**src/llba_pkg.sv**
```systemverilog
// shared constants, types and state codes for the least-loaded bin assigner
`timescale 1ns / 1ps
`default_nettype none
package llba_pkg;

   // built bin count and derived widths
   localparam int MAX_BINS = 16;
   localparam int IDX_W = (MAX_BINS > 1) ? $clog2(MAX_BINS) : 1;
   localparam int CNT_W = $clog2(MAX_BINS + 1);

   // word field widths
   localparam int WEIGHT_W = 16;
   localparam int BIN_NUM_W = 5;
   localparam int LOAD_W = 32;
   localparam int NUM_BINS_W = 5;

   // register port
   localparam int CSR_ADDR_W = 3;
   localparam int CSR_DATA_W = 32;
   localparam logic [0:0] CSR_IDX_NUM_BINS = 1'b0;
   localparam logic [NUM_BINS_W-1:0] NUM_BINS_RESET = NUM_BINS_W'(16);

   // controller states
   typedef enum logic [1:0] {
      ST_IDLE,
      ST_SCAN,
      ST_DRAIN,
      ST_UPDATE
   } state_type;

   // controller to datapath commands
   typedef struct packed {
      logic load_item;
      logic issue;
      logic commit;
   } ctrl_cmd_type;

   // datapath to controller status
   typedef struct packed {
      logic scan_last;
      logic out_free;
   } dp_status_type;

endpackage
`default_nettype wire

```
**src/llba_ctrl.sv**
```systemverilog
// sequencer that steps one word through load, scan, drain and update
`timescale 1ns / 1ps
`default_nettype none
module llba_ctrl (
   input  wire                     clock,
   input  wire                     reset,
   input  wire                     req_valid,
   output logic                    req_ready,
   input  llba_pkg::dp_status_type status,
   output llba_pkg::ctrl_cmd_type  cmd
);
   import llba_pkg::*;

   state_type state_ff;
   state_type state_in;

   // state register
   always_ff @(posedge clock) begin
      if (reset) begin
         state_ff <= ST_IDLE;
      end else begin
         state_ff <= state_in;
      end
   end

   // next state and commands
   always_comb begin
      state_in = state_ff;
      cmd = '0;
      req_ready = 1'b0;
      case (state_ff)
         ST_IDLE: begin
            req_ready = 1'b1;
            if (req_valid) begin
               cmd.load_item = 1'b1;
               state_in = ST_SCAN;
            end
         end
         ST_SCAN: begin
            cmd.issue = 1'b1;
            if (status.scan_last) begin
               state_in = ST_DRAIN;
            end
         end
         ST_DRAIN: begin
            state_in = ST_UPDATE;
         end
         ST_UPDATE: begin
            if (status.out_free) begin
               cmd.commit = 1'b1;
               state_in = ST_IDLE;
            end
         end
         default: begin
            state_in = ST_IDLE;
         end
      endcase
   end

endmodule
`default_nettype wire

```
**src/llba_datapath.sv**
```systemverilog
// bin load store, scan compare, saturating add and result register
`timescale 1ns / 1ps
`default_nettype none
module llba_datapath (
   input  wire                               clock,
   input  wire                               reset,
   input  wire [llba_pkg::NUM_BINS_W-1:0]    num_bins,
   input  wire                               req_new_set,
   input  wire [llba_pkg::WEIGHT_W-1:0]      req_weight,
   input  llba_pkg::ctrl_cmd_type            cmd,
   output llba_pkg::dp_status_type           status,
   output logic                              rsp_valid,
   input  wire                               rsp_ready,
   output logic [llba_pkg::BIN_NUM_W-1:0]    rsp_bin_number,
   output logic [llba_pkg::LOAD_W-1:0]       rsp_bin_load
);
   import llba_pkg::*;

   // bin load memory with per-entry valid bits
   logic [LOAD_W-1:0]   mem [MAX_BINS];
   logic [MAX_BINS-1:0] valid_ff, valid_in;

   // per-word registers
   logic [CNT_W-1:0]    count_ff, count_in;
   logic [IDX_W-1:0]    idx_ff, idx_in;
   logic [IDX_W-1:0]    end_ff, end_in;
   logic                first_ff, first_in;
   logic [WEIGHT_W-1:0] weight_ff;

   // read pipeline
   logic [LOAD_W-1:0]   rd_data_ff;
   logic                rd_live_ff;
   logic                rd_valid_ff;
   logic                rd_first_ff;
   logic [IDX_W-1:0]    rd_idx_ff;

   // running minimum
   logic [LOAD_W-1:0]   best_ff;
   logic [IDX_W-1:0]    pick_ff;

   // result register
   logic                 rsp_valid_ff, rsp_valid_in;
   logic [BIN_NUM_W-1:0] rsp_bin_number_ff;
   logic [LOAD_W-1:0]    rsp_bin_load_ff;

   logic [CNT_W-1:0]    used;
   logic [CNT_W-1:0]    eff_cnt;
   logic                direct;
   logic [LOAD_W-1:0]   rd_load;
   logic [LOAD_W:0]     sum;
   logic [LOAD_W-1:0]   sat_load;

   // bins in use, clamped to one through the built count
   always_comb begin
      if (num_bins == '0) begin
         used = CNT_W'(1);
      end else if (32'(num_bins) > 32'(MAX_BINS)) begin
         used = CNT_W'(MAX_BINS);
      end else begin
         used = CNT_W'(num_bins);
      end
   end

   // scan setup when a word is taken
   always_comb begin
      eff_cnt = req_new_set ? '0 : count_ff;
      direct = (eff_cnt < used);
      count_in = count_ff;
      idx_in = idx_ff;
      end_in = end_ff;
      first_in = first_ff;
      valid_in = valid_ff;
      if (cmd.load_item) begin
         if (req_new_set) begin
            valid_in = '0;
         end
         first_in = 1'b1;
         if (direct) begin
            idx_in = eff_cnt[IDX_W-1:0];
            end_in = eff_cnt[IDX_W-1:0];
            count_in = eff_cnt + CNT_W'(1);
         end else begin
            idx_in = '0;
            end_in = IDX_W'(used - CNT_W'(1));
            count_in = eff_cnt;
         end
      end else if (cmd.issue) begin
         first_in = 1'b0;
         idx_in = idx_ff + IDX_W'(1);
      end
      if (cmd.commit) begin
         valid_in[pick_ff] = 1'b1;
      end
   end

   // control registers
   always_ff @(posedge clock) begin
      if (reset) begin
         valid_ff <= '0;
         count_ff <= '0;
         rd_valid_ff <= 1'b0;
         rsp_valid_ff <= 1'b0;
      end else begin
         valid_ff <= valid_in;
         count_ff <= count_in;
         rd_valid_ff <= cmd.issue;
         rsp_valid_ff <= rsp_valid_in;
      end
   end

   // payload registers
   always_ff @(posedge clock) begin
      idx_ff <= idx_in;
      end_ff <= end_in;
      first_ff <= first_in;
      if (cmd.load_item) begin
         weight_ff <= req_weight;
      end
   end

   // memory read and write
   always_ff @(posedge clock) begin
      if (cmd.issue) begin
         rd_data_ff <= mem[idx_ff];
         rd_live_ff <= valid_ff[idx_ff];
         rd_first_ff <= first_ff;
         rd_idx_ff <= idx_ff;
      end
      if (cmd.commit) begin
         mem[pick_ff] <= sat_load;
      end
   end

   // minimum tracking, lowest index wins a tie
   assign rd_load = rd_live_ff ? rd_data_ff : '0;

   always_ff @(posedge clock) begin
      if (rd_valid_ff && (rd_first_ff || (rd_load < best_ff))) begin
         best_ff <= rd_load;
         pick_ff <= rd_idx_ff;
      end
   end

   // saturating add
   assign sum = {1'b0, best_ff} + (LOAD_W + 1)'(weight_ff);
   assign sat_load = sum[LOAD_W] ? '1 : sum[LOAD_W-1:0];

   // result register
   always_comb begin
      rsp_valid_in = rsp_valid_ff;
      if (cmd.commit) begin
         rsp_valid_in = 1'b1;
      end else if (rsp_ready) begin
         rsp_valid_in = 1'b0;
      end
   end

   always_ff @(posedge clock) begin
      if (cmd.commit) begin
         rsp_bin_number_ff <= BIN_NUM_W'(pick_ff) + BIN_NUM_W'(1);
         rsp_bin_load_ff <= sat_load;
      end
   end

   assign rsp_valid = rsp_valid_ff;
   assign rsp_bin_number = rsp_bin_number_ff;
   assign rsp_bin_load = rsp_bin_load_ff;

   // status back to the sequencer
   assign status.scan_last = (idx_ff == end_ff);
   assign status.out_free = !rsp_valid_ff || rsp_ready;

   // checks
   a_commit_shows: assert property (@(posedge clock) disable iff (reset)
      cmd.commit |=> rsp_valid_ff)
      else $error("result not shown after commit");

   a_commit_room: assert property (@(posedge clock) disable iff (reset)
      cmd.commit |-> (!rsp_valid_ff || rsp_ready))
      else $error("commit over a pending result");

   a_count_bound: assert property (@(posedge clock) disable iff (reset)
      32'(count_ff) <= 32'(MAX_BINS))
      else $error("placement count past bin count");

   a_set_clears: assert property (@(posedge clock) disable iff (reset)
      (cmd.load_item && req_new_set) |=> (valid_ff == '0))
      else $error("new set left bin loads behind");

endmodule
`default_nettype wire

```
**src/least_loaded_bin_assigner_top.sv**
```systemverilog
// top level: register port, sequencer and datapath of the bin assigner
//
// Greedy least-loaded scheduler. Each req word carries a job weight and a
// new_set flag; each rsp word carries the 1-based bin and its new load.
// The first bins-in-use words of a set fill bins in order, later words go
// to the lightest bin, ties to the lowest index. Loads saturate at 2^32-1.
// num_bins sits at address 0 of the register port (reset 16; 0 acts as 1).
// One word at a time: req_ready is high only while the sequencer is idle.
// A word that fills a fresh bin reads only that bin; a word that scans reads
// the bins in use in turn, one memory read per cycle, and then passes a
// drain and an update step before rsp_valid rises. The sequencer takes the
// next word in its idle state, after the last one has committed.
// The result sits in an output register, so a new word is taken while it
// waits; if rsp_ready stays low the next word stalls at its update step.
// Reset clears all bin loads, the placement count and num_bins to 16.
`timescale 1ns / 1ps
`default_nettype none
module least_loaded_bin_assigner_top (
   input  wire                               clock,
   input  wire                               reset,
   input  wire                               req_valid,
   output logic                              req_ready,
   input  wire                               req_new_set,
   input  wire [llba_pkg::WEIGHT_W-1:0]      req_weight,
   output logic                              rsp_valid,
   input  wire                               rsp_ready,
   output logic [llba_pkg::BIN_NUM_W-1:0]    rsp_bin_number,
   output logic [llba_pkg::LOAD_W-1:0]       rsp_bin_load,
   input  wire                               psel,
   input  wire                               penable,
   input  wire                               pwrite,
   input  wire [llba_pkg::CSR_ADDR_W-1:0]    paddr,
   input  wire [llba_pkg::CSR_DATA_W-1:0]    pwdata,
   output logic [llba_pkg::CSR_DATA_W-1:0]   prdata,
   output logic                              pready
);
   import llba_pkg::*;

   logic [NUM_BINS_W-1:0] num_bins_ff;
   logic                  csr_hit;
   ctrl_cmd_type          cmd;
   dp_status_type         status;

   // register decode
   assign pready = 1'b1;
   assign csr_hit = (paddr[CSR_ADDR_W-1:2] == CSR_IDX_NUM_BINS);

   always_ff @(posedge clock) begin
      if (reset) begin
         num_bins_ff <= NUM_BINS_RESET;
      end else if (psel && penable && pwrite && pready && csr_hit) begin
         num_bins_ff <= pwdata[NUM_BINS_W-1:0];
      end
   end

   assign prdata = csr_hit ? CSR_DATA_W'(num_bins_ff) : '0;

   // sequencer
   llba_ctrl u_ctrl (
      .clock     (clock),
      .reset     (reset),
      .req_valid (req_valid),
      .req_ready (req_ready),
      .status    (status),
      .cmd       (cmd)
   );

   // datapath
   llba_datapath u_datapath (
      .clock          (clock),
      .reset          (reset),
      .num_bins       (num_bins_ff),
      .req_new_set    (req_new_set),
      .req_weight     (req_weight),
      .cmd            (cmd),
      .status         (status),
      .rsp_valid      (rsp_valid),
      .rsp_ready      (rsp_ready),
      .rsp_bin_number (rsp_bin_number),
      .rsp_bin_load   (rsp_bin_load)
   );

endmodule
`default_nettype wire
```
**config.mk**
```make
export PLATFORM = sky130hd
export DESIGN_NAME = least_loaded_bin_assigner_top
export DESIGN_NICKNAME = d
export VERILOG_FILES = /design/src/llba_pkg.sv /design/src/llba_ctrl.sv /design/src/llba_datapath.sv /design/src/least_loaded_bin_assigner_top.sv
export SDC_FILE = /design/constraint.sdc
export NUM_CORES = 1
export LEC_CHECK = 0
export ABC_CLOCK_PERIOD_IN_PS = 8600
export BUFFER_PORTS_ARGS = -buffer_cell sky130_fd_sc_hd__buf_2
export CAP_MARGIN = 0
export CORE_MARGIN = 8
export CORE_UTILIZATION = 36
export CTS_BUF_LIST = sky130_fd_sc_hd__clkbuf_16
export CTS_CLUSTER_DIAMETER = 100
export CTS_CLUSTER_SIZE = 28
export DETAILED_ROUTE_END_ITERATION = 10
export GPL_ROUTABILITY_DRIVEN = 0
export HOLD_SLACK_MARGIN = 0.05
export MAX_ROUTING_LAYER = met4
export PLACE_DENSITY_LB_ADDON = 0.25
export SETUP_SLACK_MARGIN = 0.5
export SLEW_MARGIN = 20
export SYNTH_ARGS = -nofsm -noshare
export SYNTH_HDL_FRONTEND = slang
export SYNTH_HIERARCHICAL = 1
export SYNTH_SLANG_ARGS = --single-unit
```
**constraint.sdc**
```tcl
create_clock -name clock -period 8.6 [get_ports clock]
set_clock_uncertainty 0.1 [all_clocks]
set_input_delay 0.86 -clock clock [delete_from_list [all_inputs] [get_ports clock]]
set_output_delay 0.86 -clock clock [all_outputs]
set_load 0.005 [all_outputs]
```
==> results of run 1 <==
## worst min-delay path by stage
stage | from | end | slack, ns | cells after the start
2_1_floorplan | u_datapath/rd_idx_ff[0] | u_datapath/pick_ff[0] | 0.30 | 0
3_3_place_gp | u_datapath/rd_idx_ff[3] | u_datapath/pick_ff[3] | 0.30 | 0
3_5_place_dp | u_datapath/rd_idx_ff[3] | u_datapath/pick_ff[3] | 0.31 | 0
4_1_cts | req_weight[1] | u_datapath/weight_ff[1] | 0.29 | 1
5_1_grt | req_weight[1] | u_datapath/weight_ff[1] | 0.30 | 1
6_report | req_weight[1] | u_datapath/weight_ff[1] | 0.33 | 1
## power groups by stage
stage / Clock [mW] / Combinational, mW / Sequential, mW
after CTS: 1.76 / 3.17 / 4.58
final: 1.71 / 3.14 / 4.58
after global routing: 1.87 / 3.48 / 4.61
after detailed placement: 0 / 3.15 / 4.65
after global placement: 0 / 3.08 / 4.65
after floorplan: 0 / 2.20 / 4.62
## metrics by stage
step | setup slack, ns | hold WS [ns]
2_1_floorplan | 2.51 | 0.300
3_3_place_gp | 4.32 | 0.303
3_5_place_dp | 4.35 | 0.307
4_1_cts | 4.32 | 0.290
5_1_grt | 3.93 | 0.296
6_report | 4.29 | 0.326
## flip-flops by register name, summed over array words and instances (netlist names)
name,flops
u_datapath/rsp_valid,1
u_datapath/count_ff,5
u_datapath/valid_ff,16
u_datapath/pick_ff,4
u_datapath/rd_live_ff,1
u_datapath/end_ff,4
u_datapath/rsp_bin_load,32
u_datapath/first_ff,1
u_datapath/idx_ff,4
num_bins_ff,5
u_datapath/rd_first_ff,1
u_datapath/rd_data_ff,32
u_datapath/weight_ff,16
u_ctrl/state_ff,2
u_datapath/rsp_bin_number,5
u_datapath/rd_idx_ff,4
u_datapath/mem,512
u_datapath/rd_valid_ff,1
u_datapath/best_ff,32
## area by class of cell
class | instances | area, µm² | share of cell area, %
multi-input combinational | 919 | 7600 | 24.7
inverter | 47 | 176 | 0.573
clock inverter | 25 | 170 | 0.553
timing repair buffer | 117 | 718 | 2.33
clock buffer | 31 | 776 | 2.52
tap | 1040 | 1300 | 4.23
sequential | 678 | 20000 | 65.1
## cells in the final DEF (no fill, tap or decap), drive strengths merged, types with 4 or more instances in the layout
cell,n
nor2b,8
nor3,14
clkinv,8
o21bai,4
o211ai,4
mux2,25
dfxtp,31
conb,28
nand2,99
xnor2,9
nand2b,15
a22oi,33
a221oi,35
xor2,13
o21ai,82
edfxtp,647
and3,7
nand4,13
nand3,15
a21o,9
clkbuf,32
nor2,67
a21oi,95
ha,63
and2b,5
a211oi,4
buf,116
mux2i,123
and2,39
mux4,66
inv,64
a31oi,7
## worst max-delay path, cell delays in order (launching register included)
cell and delay (ns):
edfxtp_1 0.43, ha_1 0.43, nand2_1 0.07, o21ai_0 0.29
nor2_1 0.18, a2111oi_4 1.01, nand2_1 0.69, o21ai_1 0.77
## layer usage
layer / wire length (µm) / global-route usage (%)
met5: 0 / -
met4: 1110 / 2.95
met3: 2730 / 1.40
met2: 31400 / 24.6
met1: 29000 / 20.1
## cell families (layout without fill, tap and decap cells)
kind of cell / count (synthesis) / after routing / synth area share, %
AO/OA/AOI/OAI: 295 / 295 / 6.65
XOR/XNOR: 22 / 22 / 0.686
adder cells (fa/ha/maj): 64 / 64 / 2.88
buffers and inverters: 149 / 220 / 2.53
flip-flops: 678 / 678 / 71.4
multiplexers: 214 / 214 / 10.7
other: 2 / 28 / 0.0267
AND/OR/NAND/NOR: 296 / 296 / 5.18
==> impl_metrics.tcl, run 1 <==
set metrics [dict create \
    setup_violations 0 \
    reg2reg_from "u_datapath/best_ff[11]" \
    fillers 7091 \
    yosysTopAreaCell "edfxtp_1" \
    endpoint_kind "flip-flop" \
    post_cts_resized 0 \
    hpwl_mm 37.4 \
    finalPower_mw 9.42 \
    clkPwrFrac_pct 18.1 \
    drive_gt1_share_pct 16.3 \
    htree_levels 1 \
    r2r-end "u_datapath/mem[0][5]" \
    antenna_found_initial 1 \
    hold_viol 0 \
    switchingPower_mw 3.19 \
    clk_latency_ns 0.64 \
    antenna_cells 0 \
    port_buffers 73 \
    core_area_um2 77300 \
    async_reset_ff_share_pct 0 \
    wl_mm 64.3 \
    yosysWarnings 6 \
    synthCells 1720 \
    ff2ff_setup_slack_ns 4.29 \
    crit_arrival_ns 4.51 \
    post_dp_cell_area_um2 29800 \
    fin_util_pct 39.8 \
    tightest_slew_ns 1.09 \
    final_area_um2 30800 \
    cts_hold_buf 0 \
    crit_end "u_datapath/mem[0][5]" \
    min_path_type "in -> reg" \
    synth-edff-count 647 \
    cts_num_sinks 678 \
    ant_nets 0 \
    ys_types 63 \
    area_delta_synth_final_pct 9.61 \
    relSlewSlack_pct 27.6 \
    rsz0062_at_grt "false" \
    cellLeakagePower_nw 10.4 \
    gr-total-overflow 0 \
    synth_commonest_cells "edfxtp_1 (647), mux2i_1 (123), nand2_1 (99), a21oi_1 (95), o21ai_0 (78)" \
    grt_max_degree 112 \
    die_w_um 295 \
    p_comb_share_pct 33.3 \
    nets 1916 \
    outcome "finished, final reports clean" \
    grt_pass1_wl_mm 96.0 \
    drcViolationCount 0 \
    swShare_pct 33.9 \
    post_cts_buffers 0 \
    slew_violations 0 \
    ys_top_cells_by_area "edfxtp_1 (69%), mux4_2 (5.3%), mux2i_1 (4.4%), ha_1 (2.8%), dfxtp_1 (2.2%)" \
    critPathRequiredTime_ns 8.80 \
    ys.flop_type "edfxtp_1" \
    clk_pin_slew_ns 0.11 \
    peakVddDrop_mv 0.253 \
    clockBufferDepth 3 \
    cp_max_fo 17 \
    netlist_area_um2 28100 \
    rows 102 \
    grt_pass1_vias 15000 \
    drt_pass1_iterations 6 \
    critPathLaunchType "flip-flop" \
    start_util_pct 36.3 \
    max_freq_ghz 0.232 \
    reg2reg_depth 7 \
    grtUsageTotal_pct 14.9 \
    dp_cells 2799 \
    cts_root_buf "clkbuf_16" \
    synth_most_common_cell "edfxtp_1" \
    die_h_um 295 \
    crit_start "u_datapath/best_ff[11]" \
    dieArea_um2 87200 \
    cts_tree "yes" \
    p_per_area_nw_per_um2 306 \
    yosysSeqAreaShare_pct 71.4 \
    final_cells 2857 \
    worstSetupPathType "reg -> reg" \
    synth_top_area_share_pct 69.2 \
    maxCapViolCount 0 \
    cts_buffers 30 \
    p_int_mw 6.23 \
    post-route-period-util_pct 50.1 \
    drt_iter0_drc 1175 \
    sequentialPowerShare_pct 48.6 \
    avgSynthCellArea_um2 16.3 \
    totalNegativeSetupSlack_ns 0 \
    period_needed_ns 4.31 \
    via_count 14800 \
    synth_seq_cells 678 \
    ios 131 \
    vias_per_cell 5.18 \
    route.detailed.wl_per_inst_um 22.5 \
]
(Power assumes the default switching activity.)
==> run 2: changes to the inputs <==
Settings changed: ABC_CLOCK_PERIOD_IN_PS 8600 to 3900.
Clock period 8.6 ns to 3.9 ns, I/O delays scaled along.
==> impl_metrics.tcl, run 2 (synthesized netlist as in run 1, its figures left out) <==
set metrics [dict create \
    outcome "finished, final reports clean" \
    via_count 15200 \
    critPathRequiredTime_ns 4.11 \
    register_area_um2 20000 \
    totalNegativeSetupSlack_ns 0 \
    worstSetupPathType "reg -> reg" \
    critPathLaunchType "flip-flop" \
    cts_num_sinks 678 \
    htree_levels 1 \
    p_per_area_nw_per_um2 678 \
    peakVddDrop_mv 0.392 \
    reg2reg_from "u_datapath/best_ff[0]" \
    min_path_type "in -> reg" \
    cts_tree "yes" \
    multi_input_area_um2 7680 \
    port_buffers 73 \
    drt_pass1_iterations 5 \
    crit_start "u_datapath/best_ff[0]" \
    max_stage_delay_ns 0.45 \
    die_h_um 295 \
    antenna_found_initial 1 \
    die_w_um 295 \
    setup_violations 0 \
    period_needed_ns 3.23 \
    relSlewSlack_pct 48.1 \
    cts_root_buf "clkbuf_16" \
    crit_top_cell "buf_4" \
    core_area_um2 77300 \
    cpLargestDelayFamily "compound AO/OA/AOI/OAI gates" \
    crit_chain "ha_1, fa_1, a211oi_1, o21ai_1, o21ai_2, buf_4, a2111oi_4, buf_4, or2_2" \
    wl_mm 67.2 \
    vias_per_cell 5.19 \
    cpMaxStageDelayCell "fa_1" \
    ios 131 \
    cp_num_buf_inv 2 \
    nets 1980 \
    clk_latency_ns 0.62 \
    rows 102 \
    max_freq_ghz 0.309 \
    gr-total-overflow 0 \
    grt_pass1_vias 15500 \
    clockBufferDepth 3 \
    fillers 7019 \
    max_flop_register "u_datapath/mem" \
    fin_util_pct 40.9 \
    maxCapViolCount 0 \
    clk_pin_slew_ns 0.11 \
    crit_arrival_ns 3.45 \
    hp-start "req_new_set" \
    route.detailed.wl_per_inst_um 23.0 \
    ant_nets 0 \
    rsz0062_at_grt "false" \
    final_common_cell "edfxtp_1" \
    endpoint_kind "flip-flop" \
    tightest_slew_ns 0.776 \
    largest_reg_flops 512 \
    hold_viol 0 \
    grtUsageTotal_pct 15.6 \
    hpwl_mm 41.1 \
    area_delta_synth_final_pct 12.5 \
    cts_buffers 30 \
    cellLeakagePower_nw 10.8 \
    drcViolationCount 0 \
    slew_violations 0 \
    cp_max_fo 17 \
    layout_common_cells "edfxtp_1 (647), mux2i_1 (120), nand2_1 (98)" \
    start_util_pct 36.3 \
    drt_iter0_drc 1171 \
    antenna_cells 0 \
    dieArea_um2 87200 \
    post-route-period-util_pct 82.9 \
    drive_gt1_share_pct 18.0 \
    grt_max_degree 65 \
    grt_pass1_wl_mm 99.9 \
]
-- run 2: cell types whose count changed in the layout (fill, tap and decap cells not counted), sizes merged --
cell and change:
inv +2, buf +42, clkinv -4, dlygate4sd3 +23, clkbuf +1
-- run 2: tightest hold or removal path: cells and delay by family --
family	cells	cell delay [ns]
simple gates	1	0.08
compound gates	2	0.24
buf+inv	1	0.15
-- run 2: routing by layer --
layer,GRT usage (%),share of wire (%),up-vias
li1,-,-,6905
met1,20.5,44,7799
met2,26.2,49,377
met3,1.70,4.5,72
met4,3.32,2.1,0
met5,-,0,-
-- run 2: worst paths after layout --
kind | depth (start not counted) | end | slack [ns]
worst max-delay path | 9 | u_datapath/mem[5][1] | 0.67
worst min-delay path | 4 | u_datapath/count_ff[1] | 0.16
worst max register to register | 9 | u_datapath/mem[5][1] | 0.67
worst min register to register | 0 | u_datapath/pick_ff[3] | 0.34
-- run 2: what timing repair did --
item / in CTS / in global routing
hold endpoints to repair: 23 / 0
gates resized for setup: 3 / 6
gates cloned: 0 / 0
setup buffers: 0 / 3
setup endpoints to repair: 34 / 125
hold buffers: 23 / 0
-- run 2: power breakdown --
group          total (mW)  internal, mW  switching (mW)
Sequential           10.1          9.83           0.279
Clock                3.84          1.58            2.26
Combinational        7.48          2.77            4.71
Total                21.4          14.2            7.25
-- run 2: through the flow --
step	hold WS [ns]	std cells	setup slack [ns]	area (µm²)	total power, mW
floorplan	0.300	1746	0.510	28300	15.1
global placement	0.307	2839	0.284	30300	17.6
detailed placement	0.312	2839	0.256	30300	17.7
CTS	0.125	2918	0.509	31500	21.6
global route	0.181	2921	0.525	31600	22.6
finish	0.161	2921	0.668	31600	21.4
-- run 2: area by class of cell --
| class | count | area share, % |
|---|---|---|
| clock buffer | 33 | 2.61 |
| clock inverter | 23 | 0.487 |
| inverter | 47 | 0.558 |
| multi-input combinational | 919 | 24.3 |
| sequential | 678 | 63.4 |
| tap | 1040 | 4.12 |
| timing repair buffer | 181 | 4.51 |
==> run 3: changes to the inputs <==
Settings changed: ABC_CLOCK_PERIOD_IN_PS 3900 to 3100.
Clock period 3.9 ns to 3.1 ns, I/O delays scaled along.
==> impl_metrics.tcl, run 3 (synthesized netlist as in run 1, its figures left out) <==
set metrics [dict create \
    vias_per_cell 5.26 \
    antenna_found_initial 3 \
    tightest_slew_ns 0.802 \
    clk_latency_ns 0.62 \
    grt_pass1_vias 15800 \
    ff2ff_setup_slack_ns 0.22 \
    via_count 15600 \
    max_freq_ghz 0.347 \
    drt_pass1_iterations 5 \
    grtUsageTotal_pct 15.7 \
    slew_violations 0 \
    endpoint_kind "flip-flop" \
    route.detailed.wl_per_inst_um 23.6 \
    crit_end "u_datapath/best_ff[22]" \
    post-place-ws_ns -0.0466 \
    max_stage_delay_ns 0.46 \
    cp_num_buf_inv 3 \
    totalNegativeSetupSlack_ns 0 \
    crit_start "u_datapath/rd_live_ff" \
    rows 102 \
    clockBufferDepth 3 \
    cpMaxStageDelayCell "edfxtp_1" \
    critPathRequiredTime_ns 3.34 \
    timing.hold.ws_ns 0.100 \
    cp.depth 10 \
    hold_viol 0 \
    largest_reg_flops 512 \
    cts_buffers 28 \
    final_common_cell "edfxtp_1" \
    layout_common_cells "edfxtp_1 (647), mux2i_1 (114), nand2_1 (84)" \
    drive_gt1_share_pct 26.3 \
    post-route-period-util_pct 93.0 \
    cellLeakagePower_nw 11.4 \
    dieArea_um2 87200 \
    reg2reg_depth 10 \
    fin_util_pct 43.4 \
    ios 131 \
    drt_iter0_drc 1403 \
    port_buffers 73 \
    max_flop_register "u_datapath/mem" \
    period_needed_ns 2.88 \
    whs_path_depth 4 \
    die_h_um 295 \
    setup_slack_ns 0.217 \
    grt_max_degree 69 \
    nets 2034 \
    core_area_um2 77300 \
    p_per_area_nw_per_um2 860 \
    cts_root_buf "clkbuf_16" \
    grt_pass1_wl_mm 101 \
    min_path_type "in -> reg" \
    r2r-end "u_datapath/best_ff[22]" \
    finalPower_mw 28.9 \
    hpwl_mm 39.7 \
    reg2reg_from "u_datapath/rd_live_ff" \
    cp_max_fo 11 \
    outcome "finished, final reports clean" \
    cts_num_sinks 678 \
    area_delta_synth_final_pct 19.6 \
    die_w_um 295 \
    clk_pin_slew_ns 0.11 \
    critPathLaunchType "flip-flop" \
    cpLargestDelayFamily "compound AO/OA/AOI/OAI gates" \
    relSlewSlack_pct 46.3 \
    cts_tree "yes" \
    rsz0062_at_grt "true" \
    htree_levels 1 \
    drcViolationCount 0 \
    maxCapViolCount 0 \
    ant_nets 0 \
    crit_arrival_ns 3.12 \
    worstSetupPathType "reg -> reg" \
    setup_violations 0 \
    fillers 6826 \
    antenna_cells 0 \
    start_util_pct 36.3 \
    gr-total-overflow 0 \
    crit_chain "buf_12, and2_1, ha_1, o21ai_1, a21oi_2, o211ai_1, a31oi_4, o41ai_4, buf_6, clkbuf_16" \
    peakVddDrop_mv 0.564 \
    wl_mm 70.0 \
]
[run 3: timing repair]
action                                 CTS  global route
resized for setup                       68            93
endpoints found under the hold margin   24             0
setup endpoints to repair              580           580
hold buffers                            23             0
setup buffers                           24            18
cloned                                   4            18
pin swaps                               23            22
[run 3: area by class of cell]
cell class	count	area (µm²)	share of cell area, %
inverter	47	176	0.525
multi-input combinational	930	8890	26.5
tap	1040	1300	3.87
sequential	678	20000	59.7
clock buffer	29	726	2.16
clock inverter	23	98.8	0.294
timing repair buffer	226	2350	6.99
[run 3: through the flow]
| stage | instances | instance area, µm² |
|---|---|---|
| 2_1_floorplan | 1746 | 28700 |
| 3_3_place_gp | 2834 | 30800 |
| 3_5_place_dp | 2834 | 30800 |
| 4_1_cts | 2937 | 32600 |
| 5_1_grt | 2973 | 33600 |
| 6_report | 2973 | 33600 |
[run 3: per-layer routing]
| metal | track usage, % | vias to the layer above | part of all wire [%] |
|---|---|---|---|
| met1 | 21.3 | 8152 | 45 |
| met4 | 2.81 | 0 | 1.7 |
| met5 | - | - | 0 |
| met2 | 26.1 | 389 | 48 |
| met3 | 1.48 | 76 | 5.1 |
| li1 | - | 7020 | - |
[run 3: report_power, final]
group          switching [mW]  leakage (nW)  internal (mW)
registers               0.415          6.11           12.4
logic                    6.79          4.79           4.83
clock network            2.75         0.478           1.73
[run 3: worst min-delay path, stage by stage]
cell,delay [ns]
buf_2,0.15
o21ai_0,0.18
a32oi_1,0.06
nor2_1,0.07
[run 3: worst min path at each step]
| stage | start | to | slack (ns) |
|---|---|---|---|
| 6_report | req_new_set | u_datapath/count_ff[1] | 0.10 |
| 5_1_grt | req_new_set | u_datapath/count_ff[1] | 0.11 |
| 4_1_cts | req_new_set | u_datapath/count_ff[1] | 0.07 |
| 3_5_place_dp | u_datapath/rd_idx_ff[0] | u_datapath/pick_ff[0] | 0.31 |
| 3_3_place_gp | u_datapath/rd_idx_ff[2] | u_datapath/pick_ff[2] | 0.30 |
| 2_1_floorplan | reset | u_datapath/rsp_valid | 0.28 |
